File: src/sv/bbd_pkg.sv
// bbd_pkg: shared types, codes and helpers for the b-dot detumble block
// used by bbd_lane, bbd_merge and bdot_bang_bang_detumble
// no dependencies
package bbd_pkg;

    // coil drive codes
    typedef enum logic [1:0] {
        COIL_OFF = 2'd0,
        COIL_FWD = 2'd1,
        COIL_REV = 2'd2
    } t_coil;

    // configuration register indexes
    localparam logic [1:0] REG_ALPHA     = 2'd0;
    localparam logic [1:0] REG_GAIN      = 2'd1;
    localparam logic [1:0] REG_THRESHOLD = 2'd2;

    // configuration reset values
    localparam logic [15:0] ALPHA_RST     = 16'd6554;
    localparam logic [15:0] GAIN_RST      = 16'd256;
    localparam logic [31:0] THRESHOLD_RST = 32'd100;

    // milliseconds per second
    localparam int unsigned SCALE_MS = 1000;

    // widths of the moment numerator and of the threshold bound
    localparam int NUM_W   = 59;
    localparam int BOUND_W = 65;

    // sequencer states
    typedef enum logic [2:0] {
        S_IDLE,
        S_ABS,
        S_ALPHA,
        S_FILT,
        S_CHG,
        S_GAIN,
        S_SCALE,
        S_DONE
    } t_state;

    // per-lane control from the sequencer
    typedef struct packed {
        logic load;
        logic seed;
        logic commit;
    } t_lane_ctl;

    // per-lane result toward the merge stage
    typedef struct packed {
        logic [NUM_W-1:0] num;
        logic             neg;
        logic             nonzero;
    } t_lane_res;

    // clamp to the signed 32 bit range
    function automatic logic signed [31:0] sat32(input logic signed [63:0] v);
        logic signed [31:0] r;
        if (v > 64'sh0000_0000_7fff_ffff) begin
            r = 32'sh7fff_ffff;
        end else if (v < -64'sh0000_0000_8000_0000) begin
            r = -32'sh8000_0000;
        end else begin
            r = v[31:0];
        end
        return r;
    endfunction

endpackage

File: src/sv/bbd_lane.sv
// bbd_lane: one axis of the detumble datapath, filter state and moment numerator
// depends on bbd_pkg
module bbd_lane #(
    parameter int FRAC_BITS = 16
) (
    input  logic                    i_clk,
    input  logic                    i_rst_n,
    input  bbd_pkg::t_lane_ctl      i_ctl,
    input  logic signed [15:0]      i_raw,
    input  logic [15:0]             i_alpha,
    input  logic [15:0]             i_gain,
    output bbd_pkg::t_lane_res      o_res
);

    localparam int SW = 16 + FRAC_BITS;
    localparam int AW = ((SW > 32) ? SW : 32) + 1;

    logic signed [15:0]            r_raw;
    logic signed [31:0]            r_filt;
    logic signed [31:0]            n_filt;
    logic [AW-1:0]                 r_dmag;
    logic                          r_dneg;
    logic [AW+15:0]                r_prod;
    logic                          r_pneg;
    logic signed [31:0]            r_next;
    logic [32:0]                   r_mag;
    logic                          r_cneg;
    logic                          r_cnz;
    logic [48:0]                   r_gm;
    logic [bbd_pkg::NUM_W-1:0]     r_num;

    logic signed [AW-1:0]          w_s;
    logic signed [AW-1:0]          w_prev;
    logic signed [AW-1:0]          w_d;
    logic [AW+16:0]                w_psum;
    logic [AW:0]                   w_inc;
    logic signed [AW+1:0]          w_incs;
    logic signed [AW+1:0]          w_sum;
    logic signed [32:0]            w_chg;
    logic signed [SW-1:0]          w_seed;

    // scaled sample and difference to the filter state
    assign w_s    = AW'($signed({r_raw, {FRAC_BITS{1'b0}}}));
    assign w_prev = AW'(r_filt);
    assign w_d    = w_s - w_prev;

    // rounded-down increment, added with saturation
    assign w_psum = (AW+17)'(r_prod) + (AW+17)'(r_pneg ? 16'hffff : 16'h0000);
    assign w_inc  = w_psum[AW+16:16];
    assign w_incs = r_pneg ? -$signed({1'b0, w_inc}) : $signed({1'b0, w_inc});
    assign w_sum  = (AW+2)'(w_prev) + w_incs;

    // filter change after saturation
    assign w_chg = 33'(r_next) - 33'(r_filt);

    // first sample seeds the filter
    assign w_seed = $signed({i_raw, {FRAC_BITS{1'b0}}});

    // filter state update
    always_comb begin
        n_filt = r_filt;
        if (i_ctl.seed) begin
            n_filt = bbd_pkg::sat32(64'(w_seed));
        end else if (i_ctl.commit) begin
            n_filt = r_next;
        end
    end

    always_ff @(posedge i_clk) begin
        if (!i_rst_n) begin
            r_filt <= '0;
        end else begin
            r_filt <= n_filt;
        end
    end

    // sample capture
    always_ff @(posedge i_clk) begin
        if (i_ctl.load) begin
            r_raw <= i_raw;
        end
    end

    // free-running datapath stages, settled by the sequencer's step count
    always_ff @(posedge i_clk) begin
        r_dneg <= w_d[AW-1];
        r_dmag <= w_d[AW-1] ? AW'(-w_d) : AW'(w_d);
        r_prod <= (AW+16)'(i_alpha) * (AW+16)'(r_dmag);
        r_pneg <= r_dneg;
        r_next <= bbd_pkg::sat32(64'(w_sum));
        r_cneg <= w_chg[32];
        r_cnz  <= (w_chg != 33'sd0);
        r_mag  <= w_chg[32] ? 33'(-w_chg) : 33'(w_chg);
        r_gm   <= 49'(i_gain) * 49'(r_mag);
        r_num  <= bbd_pkg::NUM_W'(r_gm) * bbd_pkg::NUM_W'(bbd_pkg::SCALE_MS);
    end

    assign o_res.num     = r_num;
    assign o_res.neg     = r_cneg;
    assign o_res.nonzero = r_cnz;

endmodule

File: config.mk
export PLATFORM = sky130hd
export DESIGN_NAME = bbd_lane
export DESIGN_NICKNAME = d
export VERILOG_FILES = /design/src/sv/bbd_pkg.sv /design/src/sv/bbd_lane.sv
export SDC_FILE = /design/constraint.sdc
export NUM_CORES = 2
export LEC_CHECK = 0
export BUFFER_PORTS_ARGS = -buffer_cell sky130_fd_sc_hd__buf_4
export CORE_MARGIN = 10
export CORE_UTILIZATION = 40
export DETAILED_ROUTE_END_ITERATION = 7
export GPL_TIMING_DRIVEN = 0
export PLACE_DENSITY = 0.59
export SYNTH_ARGS = -nofsm -noshare
export SYNTH_HDL_FRONTEND = slang
export SYNTH_SLANG_ARGS = --single-unit
File: constraint.sdc
create_clock -name i_clk -period 7.21 [get_ports i_clk]
set_clock_uncertainty 0.1 [all_clocks]
set_input_delay 0.3605 -clock i_clk [delete_from_list [all_inputs] [get_ports i_clk]]
set_output_delay 0.3605 -clock i_clk [all_outputs]
set_load 0.05 [all_outputs]
Yosys cells after proc, flatten, opt, wreduce, memory -nomap -nowiden
Cells that the tools add are included.
- $mul: 3
- muxes and demuxes: 9
- shifts and indexed selects: 0
- magnitude comparators: 4
- div/mod/pow operators: 0
- eq/ne operators: 0
- bitwise operators: 0
- add/subtract/negate cells: 7
- reduce and logical (&&, ||, !) cells: 2
- operators with widths (kind ; number):
    $mux 32 ; 7
    $mul 16x33->49 ; 2
    $neg 33->33 ; 2
    $sub 32x32->33 ; 2
    $mul 49x7->56 const B ; 1
    $add 49x16->50 ; 1
    $add 32x35->35 ; 1
    $gt 35x32->1 const B ; 1
    $lt 35x32->1 const B ; 1
    $mux 35 ; 1
    $neg 34->35 ; 1
    $reduce_bool 33->1 ; 1
    $gt 32x32->1 const B ; 1
    $lt 32x32->1 const B ; 1
    $mux 16 ; 1
    $reduce_bool 2->1 ; 1
- register bits after elaboration: 304
- memory bits (read-only): 0
- logic and storage cells: 39
- output and inout port bits: 61
- memory bits (writable): 0
- bits in latches: 0
- memories kept: 0

Logic depth before layout (Yosys ltp)
- depth after elaboration: 7
- gate-level depth with buffers: 30

Worst setup path before layout
OpenSTA, ideal clock, no wires.
- path kind: register to register
- from: reg r_dmag[27]
- to: reg r_prod[45]
- cell stages (with the launch flop): 24
- clock period less this slack: 6.785 ns
- buffers on the path: 1
- arrival time: 6.613 ns
- path slack: 0.425 ns
- setup time: 0.072 ns
- cells stage by stage: dfxtp_1 -> clkbuf_1 -> nand2_1 -> fa_1 -> inv_1 -> fa_1 -> inv_1 -> fa_1 -> fa_1 -> fa_1 -> inv_1 -> fa_1 -> ha_1 -> a21o_1 -> a21o_1 -> a21oi_1 -> o21ai_0 -> or4b_2 -> a31oi_1 -> o21bai_1 -> a311o_1 -> a31o_2 -> a21oi_1 -> xnor2_1
- longest elaborated chain between the ends: 1
- RTL lines (what ; line ; text):
    from (decl) ; bbd_lane.sv:21 ; logic [AW-1:0] r_dmag;
    from (signal assigned) ; bbd_lane.sv:87 ; r_dmag <= w_d[AW-1] ? AW'(-w_d) : AW'(w_d);
    $mul 16x33->49 ; bbd_lane.sv:88 ; r_prod <= (AW+16)'(i_alpha) * (AW+16)'(r_dmag);
    to (signal assigned) ; bbd_lane.sv:88 ;
    to (decl) ; bbd_lane.sv:23 ; logic [AW+15:0] r_prod;
Every way passes these cells.
A chain may end at the register's enable or synchronous reset.

Worst setup path in the final report
- from: reg r_dmag[20]
- to: reg r_prod[45]
The elaborated chain is that of the path after synthesis.

==> impl_metrics.yaml <==
detailed_routing:
  via_per_inst: 5.169
  routedWlPerCell_um: 18.87
  ant_nets: 0
  drc: 0
  drtIter0Drc: 2455
  firstDrtPassIters: 7
  routed_wl_mm: 155.2
  vias: 42519
cts:
  cts_buffers: 38
  htree_num_levels: 2
  cts_sinks: 304
  cts_root_buf: "clkbuf_16"
  clockBufferDepth: 3
  cts.reportedPaths.clkPinSlew_ns: 0.06
  cts_tree: "yes"
  clk_latency_ns: 0.60
finish:
  syn2layout_area_growth_pct: 9.307
  final_common_cell: "inv_1"
  layout_common_cells: "inv_1, fa_1, nand2_1"
  fin_nets: 7972
  drive_gt1_share_pct: 5.753
  fin_util_pct: 44.09
yosys:
  synth_flop_cell: "dfxtp_1"
  syn_avg_cell_area_um2: 8.932
  syn_area_um2: 55590
  synth-edff-count: 16
  ys_ff_latch: 304
  synth_cells: 6224
  synth_area_leader_cell: "fa_1"
  yosysUniqueCellTypes: 91
  yosysWarnings: 0
  synth_seq_area_share_pct: 11.24
  async_flop_share_pct: 0
  synth_area_leaders: "fa_1, ha_1, dfxtp_1, inv_1, nand2_1"
  yosys.area.top_type_share_pct: 37.88
timing:
  maxSlewHeadroom_pct: 32.34
  whs_ns: 0.02815
  postLayoutSetupSlackWorst_ns: 0.2136
  fmax_mhz: 142.9
  hold_viol_final: 0
  period_share_pct: 97.04
  maxSlewViolCount: 0
  fin_crit_ns: 6.996
  setup_tns_ns: 0
  worstMarginPinSlew_ns: 1.015
  setup_viol: 0
floorplan:
  num_rows: 136
  initial_core_util_pct: 40.33
  die_h_um: 392.8
  ios: 114
  die-area_um2: 154300
  core-area_um2: 137800
  die_x_um: 392.8
setup_path:
  worstPathRequired_ns: 7.61
  worstReg2RegStart: "r_dmag[20]$_DFF_P_"
  crit_path_end_kind: "register"
  path_class: "reg -> reg"
  startpoint: "r_dmag[20]$_DFF_P_"
  critPathMaxFanout: 10
  cp-start-kind: "register"
  worstPathArrival_ns: 7.40
place:
  globalplace.congestion: 0.9296
  portBuffers: 108
  dp_hpwl_mm: 132.3
  place_ws_ns: -0.9984
global_routing:
  grt_use_total_pct: 20.39
  grt_overflow: 0
  grt_max_degree: 18
  grt_pass1_vias: 44613
  antenna_found_initial: 5
  grt_pass1_wl_mm: 249.7
job:
  maxCapViolations: 0
worst_hold_path:
  worstHoldStart: "i_alpha[0]"
  min_path_type: "in -> reg"
status:
  status: "finished clean"
metal layers:
layer  GRT usage [%]  part of all wire, %  up-vias
li1                -                    -    19788
met1           26.21                   42    21192
met2           35.09                   48     1236
met3           2.478                  5.7      299
met4           7.419                  4.2        4
met5               0                0.017        -
through the flow:
stage / cells / cell area (um2)
2_1_floorplan: 6226 / 55600
3_3_place_gp: 8128 / 58660
3_5_place_dp: 8128 / 58660
4_1_cts: 8216 / 60510
5_1_grt: 8225 / 60760
6_report: 8226 / 60770
critical path, cell delays in order, from the launching register on:
cell and delay (ns):
dfxtp_2 0.47, clkbuf_8 0.24, nand2_1 0.09, fa_1 0.54
inv_1 0.05, fa_1 0.47, inv_1 0.06, fa_1 0.48
fa_1 0.50, fa_1 0.49, inv_1 0.05, fa_2 0.58
ha_2 0.32, a21o_1 0.18, a21o_1 0.16, a21oi_1 0.14
o21ai_1 0.09, or4b_4 0.58, a31oi_4 0.22, o21bai_1 0.13
a311o_1 0.38, a31o_2 0.26, a21oi_1 0.16, xnor2_1 0.15
registers in the layout, indices dropped and copies added, names as in the netlist:
name    cells
r_raw      16
r_dmag     33
r_mag      33
r_pneg      1
r_cnz       1
r_dneg      1
r_filt     32
r_cneg      1
r_next     32
r_prod     49
r_gm       49
r_num      56
kinds of logic after synthesis:
family / count (synthesis) / synth area share (%)
buf+inv: 1378 / 9.363
mux: 40 / 0.7225
other cells: 1 / 0.006746
flops: 304 / 11.24
compound gates: 837 / 9.637
xor+xnor: 337 / 5.309
fa+ha+maj: 1515 / 48.30
simple gates: 1812 / 15.42
layout make-up:
type	instances	area (um2)
inverter	1128	4234
multi-input combinational	4544	44310
antenna	1	2.502
clock buffer	45	997.2
sequential	304	6342
clock inverter	22	266.5
buffer	245	1249
timing repair buffer	143	1121
fill	13556	77070
tap	1794	2245
worst paths after layout:
check | to | slack [ns] | cells past startpoint
worst max register to register | r_prod[45]$_DFF_P_ | 0.21 | 23
worst min-delay path | r_prod[0]$_DFF_P_ | 0.03 | 2
worst min register to register | r_pneg$_DFF_P_ | 0.23 | 0
worst max-delay path | r_prod[45]$_DFF_P_ | 0.21 | 23
synth_stat cells (14+ instances only):
cell,n
mux2i_1,39
and3_1,32
edfxtp_1,16
a31oi_1,24
fa_1,1052
clkbuf_1,225
a21o_1,132
nor2b_1,33
o31ai_1,26
ha_1,463
inv_1,1128
o211ai_1,21
nand2_1,917
o21a_1,22
nand4_1,40
dfxtp_1,288
o21bai_1,30
buf_1,14
nand3_1,56
or2_2,17
a211oi_1,28
nand2b_1,31
xor2_1,103
and2_1,368
o21ai_0,192
xnor2_1,234
or3_1,21
nor2_1,193
a21oi_1,237
nor3_1,45
what timing repair did:
| item | CTS | global route |
|---|---|---|
| setup buffers | 2 | 14 |
| endpoints found under the hold margin | 32 | 0 |
| endpoints found under the setup margin | 60 | 50 |
| cloned | 0 | 0 |
| gates resized for setup | 162 | 119 |
| hold buffers | 19 | 0 |
| pin swaps | 1 | 11 |
Power is not shown: default switching activity piles up to over one toggle a cycle in this logic, so the estimate is an artifact.
