[src/sv/bbd_pkg.sv]
// bbd_pkg: shared types, codes and helpers for the b-dot detumble block
// used by bbd_lane, bbd_merge and bdot_bang_bang_detumble
// no dependencies
package bbd_pkg;

    // coil drive codes
    typedef enum logic [1:0] {
        COIL_OFF = 2'd0,
        COIL_FWD = 2'd1,
        COIL_REV = 2'd2
    } t_coil;

    // configuration register indexes
    localparam logic [1:0] REG_ALPHA     = 2'd0;
    localparam logic [1:0] REG_GAIN      = 2'd1;
    localparam logic [1:0] REG_THRESHOLD = 2'd2;

    // configuration reset values
    localparam logic [15:0] ALPHA_RST     = 16'd6554;
    localparam logic [15:0] GAIN_RST      = 16'd256;
    localparam logic [31:0] THRESHOLD_RST = 32'd100;

    // milliseconds per second
    localparam int unsigned SCALE_MS = 1000;

    // widths of the moment numerator and of the threshold bound
    localparam int NUM_W   = 59;
    localparam int BOUND_W = 65;

    // sequencer states
    typedef enum logic [2:0] {
        S_IDLE,
        S_ABS,
        S_ALPHA,
        S_FILT,
        S_CHG,
        S_GAIN,
        S_SCALE,
        S_DONE
    } t_state;

    // per-lane control from the sequencer
    typedef struct packed {
        logic load;
        logic seed;
        logic commit;
    } t_lane_ctl;

    // per-lane result toward the merge stage
    typedef struct packed {
        logic [NUM_W-1:0] num;
        logic             neg;
        logic             nonzero;
    } t_lane_res;

    // clamp to the signed 32 bit range
    function automatic logic signed [31:0] sat32(input logic signed [63:0] v);
        logic signed [31:0] r;
        if (v > 64'sh0000_0000_7fff_ffff) begin
            r = 32'sh7fff_ffff;
        end else if (v < -64'sh0000_0000_8000_0000) begin
            r = -32'sh8000_0000;
        end else begin
            r = v[31:0];
        end
        return r;
    endfunction

endpackage

[src/sv/bbd_merge.sv]
// bbd_merge: threshold compare for all lanes and the result register
// depends on bbd_pkg
module bbd_merge #(
    parameter int FRAC_BITS = 16
) (
    input  logic                          i_clk,
    input  logic                          i_rst_n,
    input  bbd_pkg::t_lane_res            i_res [3],
    input  logic [bbd_pkg::BOUND_W-1:0]   i_bound,
    input  logic                          i_commit,
    input  logic                          i_ready,
    output logic                          o_valid,
    output bbd_pkg::t_coil                o_coil [3]
);

    localparam int SHIFT = 8 + FRAC_BITS;

    logic                  r_valid;
    logic                  n_valid;
    bbd_pkg::t_coil        r_coil [3];
    bbd_pkg::t_coil        w_coil [3];
    logic [bbd_pkg::BOUND_W-1:0] w_scaled [3];

    // moment beyond threshold: num >= (threshold + 1) * dt * 2^SHIFT
    always_comb begin
        for (int l = 0; l < 3; l++) begin
            w_scaled[l] = bbd_pkg::BOUND_W'(i_res[l].num >> SHIFT);
            if (i_res[l].nonzero && (w_scaled[l] >= i_bound)) begin
                w_coil[l] = i_res[l].neg ? bbd_pkg::COIL_FWD : bbd_pkg::COIL_REV;
            end else begin
                w_coil[l] = bbd_pkg::COIL_OFF;
            end
        end
    end

    // result register valid
    always_comb begin
        n_valid = r_valid;
        if (i_commit) begin
            n_valid = 1'b1;
        end else if (i_ready) begin
            n_valid = 1'b0;
        end
    end

    always_ff @(posedge i_clk) begin
        if (!i_rst_n) begin
            r_valid <= 1'b0;
        end else begin
            r_valid <= n_valid;
        end
    end

    always_ff @(posedge i_clk) begin
        if (i_commit) begin
            r_coil <= w_coil;
        end
    end

    assign o_valid = r_valid;
    assign o_coil  = r_coil;

endmodule

[config.mk]
export PLATFORM = sky130hd
export DESIGN_NAME = bbd_merge
export DESIGN_NICKNAME = d
export VERILOG_FILES = /design/src/sv/bbd_pkg.sv /design/src/sv/bbd_merge.sv
export SDC_FILE = /design/constraint.sdc
export NUM_CORES = 1
export LEC_CHECK = 0
export BUFFER_PORTS_ARGS = -buffer_cell sky130_fd_sc_hd__buf_2
export CAP_MARGIN = 25
export CORE_AREA = 8 8 94 96
export CTS_CLUSTER_SIZE = 8
export DETAILED_ROUTE_END_ITERATION = 10
export DIE_AREA = 0 0 102 104
export GPL_ROUTABILITY_DRIVEN = 0
export MAX_ROUTING_LAYER = met4
export PLACE_DENSITY = 0.91
export SLEW_MARGIN = 20
export SYNTH_ARGS = -nofsm -noshare
export SYNTH_HDL_FRONTEND = slang
export SYNTH_SLANG_ARGS = --single-unit
[constraint.sdc]
create_clock -name i_clk -period 6.29 [get_ports i_clk]
set_input_delay 1.258 -clock i_clk [delete_from_list [all_inputs] [get_ports i_clk]]
set_output_delay 1.258 -clock i_clk [all_outputs]
set_load 0.1 [all_outputs]
Word level (Yosys, flattened, before mapping):

Index checks and enable logic that the tools add are counted.

* reduce and logical (&&, ||, !) cells: 4
* muxes and demuxes: 5
* magnitude comparators: 3

Operator list (number)
* greater-or-equal comparator 35 x 65 -> 1 bit: 3
* two-way mux 2 bit: 3
* logical AND 1 bit: 3
* two-way mux 1 bit: 2
* nonzero test 2 bit: 1

* logic and storage cells: 16
* flip-flop bits (word level): 7

Logic depth before layout (Yosys ltp):

Gate-level depths: netlist of run 1.

* depth in word-level cells: 2
* gate-level depth with buffers: 9
* depth with buffers taken out: 9

Least setup slack after synthesis of run 1:

No wires, ideal clock.

* path kind: input port to flip-flop
* start point: input i_bound[13] (netlist name)
* end point: register r_coil, in the netlist o_coil[2], data pin
* arrival: 2701 ps
* library setup time: 268 ps
* path slack: 3321 ps
* stages: 9
* path through: inv_1 > ha_1 > and3_1 > nand4_2 > nor3_2 > a221oi_1 > o211ai_1 > a311oi_1 > nor2_1

* word-level cells in the longest chain between the ends: 2

Ends and longest elaborated chain
* start, declared: RTL line bbd_merge.sv:9 `input logic [bbd_pkg::BOUND_W-1:0] i_bound,`
* greater-or-equal comparator 35 x 65 -> 1 bit: RTL line bbd_merge.sv:28 `if (i_res[l].nonzero && (w_scaled[l] >= i_bound)) begin`
* logical AND 1 bit: RTL line bbd_merge.sv:28
* end signal, assigned: RTL line bbd_merge.sv:56 `r_coil <= w_coil;`
* end, declared: RTL line bbd_merge.sv:20 `bbd_pkg::t_coil r_coil [3];`

Every way passes these cells.
A chain may end at the register's enable or synchronous reset.

Worst setup path after layout of run 1:

* start point: input i_bound[12] (netlist name)
* end point: register r_coil, in the netlist o_coil[2], data pin

Same word-level chain as after synthesis.

==> results.sh, run 1 <==
export IMPL_clkSinkCount=7
export IMPL_setup_violations=0
export IMPL_clockBufferDepth=2
export IMPL_ys_warn_count=0
export IMPL_die_w_um=102
export IMPL_dr_pass1_iters=4
export IMPL_postCtsSetupRepairBufs=0
export IMPL_cp_top_family="compound AO/OA/AOI/OAI gates"
export IMPL_hp_class="register to register"
export IMPL_grt_pass1_vias=3683
export IMPL_fp_dieH_um=104
export IMPL_ir_drop_mv=0.0386
export IMPL_cap_viol_max_count=0
export IMPL_clk_pin_slew_ns=0.04
export IMPL_postLayoutCellArea_mm2=0.00384
export IMPL_detailed_place_hpwl_um=9720
export IMPL_cts_tree="built"
export IMPL_initial_core_util=0.367
export IMPL_max_freq_mhz=302
export IMPL_htree_levels=1
export IMPL_cp_max_fo=3
export IMPL_place_area_mm2=0.00379
export IMPL_min_period_ns=3.31
export IMPL_drv_slew=0
export IMPL_cp_slowest_cell="a311oi_1"
export IMPL_crit_chain="buf_2 > inv_1 > ha_1 > and3_1 > a22o_1 > o21ai_0 > o211ai_1 > a311oi_1 > nor2_1"
export IMPL_synthXorXnorAreaFrac=0
export IMPL_fin_ws_ns=2.98
export IMPL_place_ws_ns=2.77
export IMPL_synth_flop_cell="edfxtp_1"
export IMPL_p_leak_nw=2.24
export IMPL_synth_edf_count=6
export IMPL_rrSetupSlack_ns=5.61
export IMPL_cts_hold_buf=0
export IMPL_drc=0
export IMPL_area_growth_pct=40.7
export IMPL_antenna_found_initial=2
export IMPL_post_route_period_util=0.526
export IMPL_tns_ns=0
export IMPL_routed_wirelength_um=10400
export IMPL_rsz0062_at_grt="false"
export IMPL_yosys_register_bits=7
export IMPL_drive_above_1_share=0.384
export IMPL_synth_simple_area_share=0.191
export IMPL_rows=32
export IMPL_power_density_mw_per_mm2=90.1
export IMPL_grt_max_degree=8
export IMPL_cts_buffers=3
export IMPL_fin_skew_ns=0
export IMPL_hold_viol_final=0
export IMPL_netlist_instances=326
export IMPL_crit_type="primary input to register"
export IMPL_worstSkewPairLatency_ns=0.24
export IMPL_synth_top_family_by_area="adder cells"
export IMPL_ys_seq_area_frac=0.0733
export IMPL_synth_adder_area_share=0.481
export IMPL_synthesis_nets=683
export IMPL_drtIter0Drc=96
export IMPL_grt_overflow_total=0
export IMPL_crit_path_end_kind="register"
export IMPL_required_ns=6.25
export IMPL_grt_pass1_wl_um=16100
export IMPL_max_stage_delay_ns=0.51
export IMPL_synth_async_reset_ratio=0
export IMPL_fill_cells=726
export IMPL_dieArea_mm2=0.0106
export IMPL_synth_mux_area_frac=0
export IMPL_path_buf_inv=2
export IMPL_synth_area_mm2=0.00273
export IMPL_synth_cell_types=44
export IMPL_worstSetupStartpointType="primary input"
export IMPL_core_area_mm2=0.00745
export IMPL_port_buffers=186
export IMPL_synth_compound_area_frac=0.200
export IMPL_ant_nets=0
export IMPL_io_pins=259
export IMPL_wl_per_cell_um=16.8
export IMPL_vias_per_cell=5.25
export IMPL_nNetsFinal=874
export IMPL_cts_resized=0
export IMPL_worst_pin_slew_ns=0.482
export IMPL_grt_use_total=0.192
export IMPL_vias=3254
export IMPL_syn_area_per_cell_um2=8.37
export IMPL_status="finished clean"
export IMPL_root_buffer="clkbuf_8"
export IMPL_max_slew_margin=0.676
export IMPL_fin_util=0.516
export IMPL_crit_arrival_ns=3.27
-- cell usage in the layout, fill, tap and decap left out, types with 3 or more instances in the layout --
cell	count
nand4_1	15
inv_1	40
nor4_1	6
clkbuf_8	3
buf_2	186
nand3_1	9
nor2b_1	5
o21ai_0	11
nor2_1	10
a21oi_1	37
nor3_1	3
nand2_1	19
and4_1	4
ha_1	105
edfxtp_1	6
a21o_1	18
-- worst reg2reg max path: stages, from the launching register on --
cell     delay (ns)
dfxtp_1        0.30
nor2b_1        0.12
o21a_1         0.16
-- sequential cells by signal, indices dropped and copies added (netlist names) --
| register | cells |
|---|---|
| o_coil | 6 |
| o_valid | 1 |
-- logic make-up after synthesis --
kind of cell               after synthesis
adders and majority gates              105
DFF                                      7
AOI/OAI and AO/OA                       86
buffers and inverters                   40
and+or+nand+nor                         88
-- report_power, final --
part | internal [mW] | switching (mW) | total [mW]
clock | 0.0431 | 0.0220 | 0.0650
sequential | 0.0528 | 0.000558 | 0.0534
combinational | 0.106 | 0.122 | 0.228
total | 0.202 | 0.144 | 0.346
-- metrics by stage --
| stage | hold slack [ns] | power, mW | instances |
|---|---|---|---|
| floorplan | 1.10 | 0.183 | 326 |
| global placement | 0.554 | 0.266 | 614 |
| detailed placement | 0.579 | 0.280 | 614 |
| CTS | 0.592 | 0.348 | 618 |
| global route | 0.624 | 0.378 | 620 |
| finish | 0.585 | 0.346 | 620 |
-- synth_stat cells (3+ instances only) --
master    instances  area [µm²]
nand3_1           9        45.0
nor4_1            6        37.5
inv_1            40         150
o21ai_0          11        55.1
nand2_1          19        71.3
and4_1            4        35.0
nor2b_1           5        31.3
a21o_1           18         135
nor3_1            3        15.0
edfxtp_1          6         180
nor2_1           10        37.5
nand4_1          15        93.8
ha_1            105        1310
a21oi_1          37         185
-- worst paths after layout --
| kind | start | cells past startpoint | endpoint |
|---|---|---|---|
| max | i_bound[12] | 9 | o_coil[2]$_SDFFCE_PN0P_ |
| min | o_valid$_SDFFE_PN0P_ | 2 | o_valid$_SDFFE_PN0P_ |
| max reg2reg | o_valid$_SDFFE_PN0P_ | 2 | o_valid$_SDFFE_PN0P_ |
| min reg2reg | o_valid$_SDFFE_PN0P_ | 2 | o_valid$_SDFFE_PN0P_ |
-- area by class of cell --
type / instances / area, µm² / area share
multi-input combinational: 279 / 2380 / 0.620
timing repair buffer: 186 / 931 / 0.242
sequential: 7 / 200 / 0.0521
inverter: 40 / 150 / 0.0391
tap: 102 / 128 / 0.0332
clock buffer: 3 / 41.3 / 0.0108
clock inverter: 1 / 5.00 / 0.00130
antenna: 2 / 5.00 / 0.00130
-- routing by layer --
layer	GRT usage	up-vias	part of all wire
met3	0.0281	32	0.063
met5	-	-	0
met1	0.198	1453	0.39
met4	0.0787	0	0.036
met2	0.347	136	0.51
li1	-	1633	-
Power figures use the tool's default switching activity.
==> run 2, diff against run 1 <==
- ABC_AREA: not set -> 1
- CORE_AREA: 8 8 94 96 -> not set
- CORE_ASPECT_RATIO: not set -> 2
- CORE_MARGIN: not set -> 8
- CORE_UTILIZATION: not set -> 37
- DIE_AREA: 0 0 102 104 -> not set
- PLACE_DENSITY: 0.91 -> 0.89
- clock period: 6.29 -> 2.9 ns (I/O delays scaled with it)
==> run 2 against run 1 <==
Clock power increased to 3.6 times the previous value. Sequential cell count is the same. Synthesized cell count increased by 52%. Setup slack worse by 2.1 ns. Utilization rose by 0.22 points. Cell area increased by 11%. Routed wire length grew 3.5%. Die area is 12% higher. First-iteration DRC count decreased by 26%. Power rose to 2.5 times the previous value. Critical endpoint is now o_coil[5]$_SDFFCE_PN0P_. Highest routed layer unchanged.
==> results.sh, run 2 <==
export IMPL_io_pins=259
export IMPL_crit_type="primary input to register"
export IMPL_cp_slowest_cell="ha_1"
export IMPL_rows=47
export IMPL_fin_skew_ns=0
export IMPL_cap_viol_max_count=0
export IMPL_max_freq_mhz=492
export IMPL_synth_cell_types=21
export IMPL_synth_top_cells_by_area="ha_1 42%, nand2_1 18%, nor2_1 9.5%"
export IMPL_synth_edf_count=6
export IMPL_initial_core_util=0.380
export IMPL_synthesis_nets=852
export IMPL_largest_reg_flops=6
export IMPL_vias_per_cell=4.73
export IMPL_num_antenna_cells=0
export IMPL_synth_area_mm2=0.00313
export IMPL_yosys_register_bits=7
export IMPL_cts_buffers=3
export IMPL_dieArea_mm2=0.0118
export IMPL_dr_pass1_iters=7
export IMPL_grt_max_degree=8
export IMPL_grt_use_total=0.179
export IMPL_cts_hold_buf=0
export IMPL_layout_common_cells="186 x buf_2, 146 x nand2_1, 105 x ha_1, 79 x nor2_1, 72 x inv_1"
export IMPL_critPathMostFrequentCell="nand2_1"
export IMPL_fill_cells=871
export IMPL_port_buffers=186
export IMPL_area_growth_pct=36.2
export IMPL_worstSkewPairLatency_ns=0.23
export IMPL_power_density_mw_per_mm2=206
export IMPL_max_slew_margin=0.664
export IMPL_setup_violations=0
export IMPL_required_ns=2.99
export IMPL_crit_arrival_ns=2.13
export IMPL_synth_top_cell_area_share=0.420
export IMPL_die_w_um=81.0
export IMPL_routed_wirelength_um=10800
export IMPL_synth_top_cell_by_area="ha_1"
export IMPL_synth_flop_cell="edfxtp_1"
export IMPL_p_leak_nw=2.68
export IMPL_netlist_instances=495
export IMPL_ir_drop_mv=0.161
export IMPL_fp_dieH_um=146
export IMPL_ant_nets=0
export IMPL_wl_per_cell_um=13.8
export IMPL_htree_levels=1
export IMPL_status="finished clean"
export IMPL_core_area_mm2=0.00823
export IMPL_ys_seq_area_frac=0.0639
export IMPL_postCtsSetupRepairBufs=0
export IMPL_rr_worst_depth=3
export IMPL_p_total_mw=0.880
export IMPL_nNetsFinal=1043
export IMPL_hp_class="primary input to register"
export IMPL_post_route_period_util=0.701
export IMPL_min_period_ns=2.03
export IMPL_rsz0062_at_grt="false"
export IMPL_grt_pass1_wl_um=16600
export IMPL_drv_slew=0
export IMPL_hold_viol_final=0
export IMPL_worstSetupStartpointType="primary input"
export IMPL_grt_pass1_vias=3833
export IMPL_final_common_cell="buf_2"
export IMPL_drtIter0Drc=71
export IMPL_crit_path_end_kind="register"
export IMPL_vias=3702
export IMPL_cp_max_fo=3
export IMPL_root_buffer="clkbuf_16"
export IMPL_syn_area_per_cell_um2=6.32
export IMPL_ys_warn_count=0
export IMPL_cts_resized=0
export IMPL_synth_commonest_cells="146 x nand2_1, 105 x ha_1, 79 x nor2_1"
export IMPL_max_stage_delay_ns=0.30
export IMPL_detailed_place_hpwl_um=10100
export IMPL_grt_overflow_total=0
export IMPL_drive_above_1_share=0.288
export IMPL_hold_depth=2
export IMPL_clk_pin_slew_ns=0.04
export IMPL_clockBufferDepth=2
export IMPL_synth_async_reset_ratio=0
export IMPL_fin_ws_ns=0.867
export IMPL_tns_ns=0
export IMPL_place_ws_ns=0.570
export IMPL_antenna_found_initial=0
export IMPL_synth_most_common_cell="nand2_1"
export IMPL_cts_tree="built"
export IMPL_clkSinkCount=7
export IMPL_drc=0
export IMPL_crit_chain="buf_2 > inv_1 > ha_1 > nand2_1 > nor2_1 > nand2_1 > nor3_1 > nand3_1 > nor2_1 > a21oi_1 > nand2_1 > nand2_1 > nor2_1"
export IMPL_worst_pin_slew_ns=0.508
[run 2: worst paths after layout]
path / from / to / slack, ns
worst min register to register: o_valid$_SDFFE_PN0P_ / o_valid$_SDFFE_PN0P_ / 0.61
worst max register to register: o_valid$_SDFFE_PN0P_ / o_valid$_SDFFE_PN0P_ / 2.23
worst min-delay path: i_rst_n / o_valid$_SDFFE_PN0P_ / 0.57
worst max-delay path: i_bound[16] / o_coil[5]$_SDFFCE_PN0P_ / 0.87
[run 2: report_power, final]
group,leakage (nW),total (mW),internal (mW),switching [mW]
sequential,0.0653,0.116,0.115,0.00141
clock,0.0382,0.236,0.183,0.0530
combinational,2.58,0.528,0.233,0.294
[run 2: final cells by class]
class                   count  area, µm²  area share
repair buffers            186        931       0.218
inverters                  77        289      0.0678
flip-flops and latches      7        200      0.0470
multi-input cells         411       2640       0.620
well taps                  98        123      0.0288
clock buffers               4       78.8      0.0185
[run 2: kinds of logic (layout without fill, tap and decap cells)]
kind of cell	Yosys count	after routing	synth area share
AND/OR/NAND/NOR	250	250	0.321
adder cells (fa/ha/maj)	105	105	0.420
buffers and inverters	77	267	0.0923
AO/OA/AOI/OAI	56	56	0.103
flip-flops	7	7	0.0639
[run 2: through the flow]
step | utilization | instance area (µm²) | cells | hold slack, ns
2_1_floorplan | - | 3130 | 495 | 0.692
3_3_place_gp | 0.508 | 4180 | 779 | 0.545
3_5_place_dp | 0.508 | 4180 | 779 | 0.599
4_1_cts | 0.518 | 4260 | 783 | 0.574
5_1_grt | 0.518 | 4260 | 783 | 0.572
6_report | 0.518 | 4260 | 783 | 0.574
[run 2: worst max-delay path: cells and delay by family]
family | cells | cell delay, ns
AOI/OAI and AO/OA | 1 | 0.05
buffers and inverters | 2 | 0.14
adders and majority gates | 1 | 0.30
and+or+nand+nor | 9 | 1.06
[run 2: routing by layer]
metal | global-route usage | routed length (µm)
met4 | 0.0676 | 363
met2 | 0.363 | 6260
met5 | - | 0
met1 | 0.157 | 3660
met3 | 0.0135 | 515
==> run 3, diff against run 2 <==
- clock period: 2.9 -> 1.8 ns (I/O delays scaled with it)
==> run 3 against run 2 <==
Sequential share of layout area fell by 0.60 points. Combinational power up 99%. Non-clock buffer count rose by 10. Power rose by 84%. Clock-buffer cell count stayed put. Largest power group unchanged.
==> results.sh, run 3 (synthesis results as in run 2) <==
export IMPL_drc=0
export IMPL_crit_type="primary input to register"
export IMPL_htree_levels=1
export IMPL_setup_violations=0
export IMPL_rr_worst_depth=3
export IMPL_fin_skew_ns=0
export IMPL_nNetsFinal=1053
export IMPL_dr_pass1_iters=4
export IMPL_layout_common_cells="180 x buf_2, 127 x nand2_1, 79 x ha_1, 60 x nor2_1, 46 x inv_1"
export IMPL_hold_viol_final=0
export IMPL_timing_rr_start="o_valid$_SDFFE_PN0P_"
export IMPL_rows=47
export IMPL_finalNonFillerCells=794
export IMPL_power_density_mw_per_mm2=331
export IMPL_fill_cells=745
export IMPL_crit_arrival_ns=1.74
export IMPL_clockBufferDepth=2
export IMPL_wl_met2_um=7210
export IMPL_holdWs_ns=0.361
export IMPL_vias=3925
export IMPL_worst_pin_slew_ns=0.508
export IMPL_dpl_cell_count=790
export IMPL_ir_drop_mv=0.251
export IMPL_routed_wl_met3_um=527
export IMPL_antenna_found_initial=0
export IMPL_dieArea_mm2=0.0118
export IMPL_worstSkewPairLatency_ns=0.23
export IMPL_fp_dieH_um=146
export IMPL_root_buffer="clkbuf_16"
export IMPL_rrSetupSlack_ns=1.10
export IMPL_crit_path_end_kind="register"
export IMPL_vias_per_cell=4.94
export IMPL_cts_tree="built"
export IMPL_min_period_ns=1.75
export IMPL_cp_max_fo=3
export IMPL_grt_use_total=0.182
export IMPL_dr_max_layer_used="met4"
export IMPL_fin_ws_ns=0.0495
export IMPL_core_area_mm2=0.00823
export IMPL_met1_length_um=4050
export IMPL_worstReg2RegEnd="o_valid$_SDFFE_PN0P_"
export IMPL_grt_pass1_vias=4008
export IMPL_port_buffers=186
export IMPL_routed_wirelength_um=12100
export IMPL_status="finished clean"
export IMPL_clkSinkCount=7
export IMPL_grt_overflow_total=0
export IMPL_ant_nets=0
export IMPL_p_leak_nw=2.74
export IMPL_drv_slew=0
export IMPL_cts_hold_buf=0
export IMPL_startpoint="i_bound[14]"
export IMPL_grt_pass1_wl_um=17000
export IMPL_rsz0062_at_grt="true"
export IMPL_clk_pin_slew_ns=0.04
export IMPL_io_pins=259
export IMPL_drtIter0Drc=111
export IMPL_largest_reg_flops=6
export IMPL_worstSetupEndpoint="o_coil[5]$_SDFFCE_PN0P_"
export IMPL_cap_viol_max_count=0
export IMPL_place_area_mm2=0.00427
export IMPL_worstSetupStartpointType="primary input"
export IMPL_max_slew_margin=0.664
export IMPL_die_w_um=81.0
export IMPL_required_ns=1.79
export IMPL_area_growth_pct=56.3
export IMPL_wl_per_cell_um=15.3
export IMPL_place_ws_ns=-0.300
export IMPL_grt_max_degree=8
export IMPL_max_freq_mhz=571
export IMPL_final_common_cell="buf_2"
export IMPL_postLayoutCellArea_mm2=0.00489
export IMPL_detailed_place_hpwl_um=10100
export IMPL_cts_buffers=3
export IMPL_post_route_period_util=0.973
export IMPL_drive_above_1_share=0.437
export IMPL_initial_core_util=0.380
export IMPL_hp_class="primary input to register"
export IMPL_tns_ns=0
## run 3: cell types whose count changed in the layout (fill, tap and decap cells not counted), moves of 17 or more
| cell | change |
|---|---|
| ha_1 | -26 |
| ha_4 | +26 |
| inv_1 | -26 |
| inv_2 | +18 |
| nand2_1 | -19 |
| nand2_2 | +17 |
| nor2_1 | -19 |
| nor2_2 | +17 |
## run 3: report_power, final
group	switching, mW	internal, mW	total [mW]
sequential	0.00244	0.185	0.187
clock	0.0820	0.295	0.376
combinational	0.572	0.481	1.05
total	0.656	0.961	1.62
## run 3: what timing repair did
item                       CTS  global route
gates resized for setup      6           116
setup endpoints to repair    6             6
setup buffers                1             0
pin swaps                    2            45
## run 3: worst min path at each step
| stage | startpoint | endpoint | slack (ns) | cells after the start |
|---|---|---|---|---|
| 6_report | i_rst_n | o_valid$_SDFFE_PN0P_ | 0.36 | 2 |
| 5_1_grt | i_rst_n | o_valid$_SDFFE_PN0P_ | 0.36 | 2 |
| 4_1_cts | i_rst_n | o_valid$_SDFFE_PN0P_ | 0.36 | 2 |
| 3_5_place_dp | i_rst_n | o_valid$_SDFFE_PN0P_ | 0.60 | 2 |
| 3_3_place_gp | o_valid$_SDFFE_PN0P_ | o_valid$_SDFFE_PN0P_ | 0.54 | 3 |
| 2_1_floorplan | i_commit | o_coil[0]$_SDFFCE_PN0P_ | 0.47 | 0 |
## run 3: stage by stage
step / util / power [mW]
final: 0.594 / 1.62
after global routing: 0.594 / 1.75
after CTS: 0.531 / 1.45
after detailed placement: 0.518 / 1.06
after global placement: 0.518 / 1.03
after floorplan: - / 0.699
## run 3: cell type report
type | instances | area, µm² | share of cell area
timing repair buffer | 196 | 1070 | 0.218
clock buffer | 4 | 78.8 | 0.0161
sequential | 7 | 200 | 0.0409
tap | 98 | 123 | 0.0251
multi-input combinational | 411 | 3110 | 0.636
inverter | 77 | 312 | 0.0637
antenna | 1 | 2.50 | 0.000512
## run 3: routing by layer
metal	global-route usage	vias to the layer above
li1	-	2015
met3	0.0166	28
met4	0.0577	0
met5	-	-
met2	0.370	153
met1	0.159	1729
## run 3: critical path: stages
cell and delay, ns:
buf_2 0.11, inv_4 0.08, ha_4 0.20, nand2_1 0.08
a21oi_1 0.08, nor2_2 0.15, nand2_2 0.08, nor2_1 0.10
nand2_1 0.07, nand2_1 0.06, nand2_1 0.07, nand2_1 0.09
nand2_2 0.06, nand2_2 0.10, nor2_2 0.04
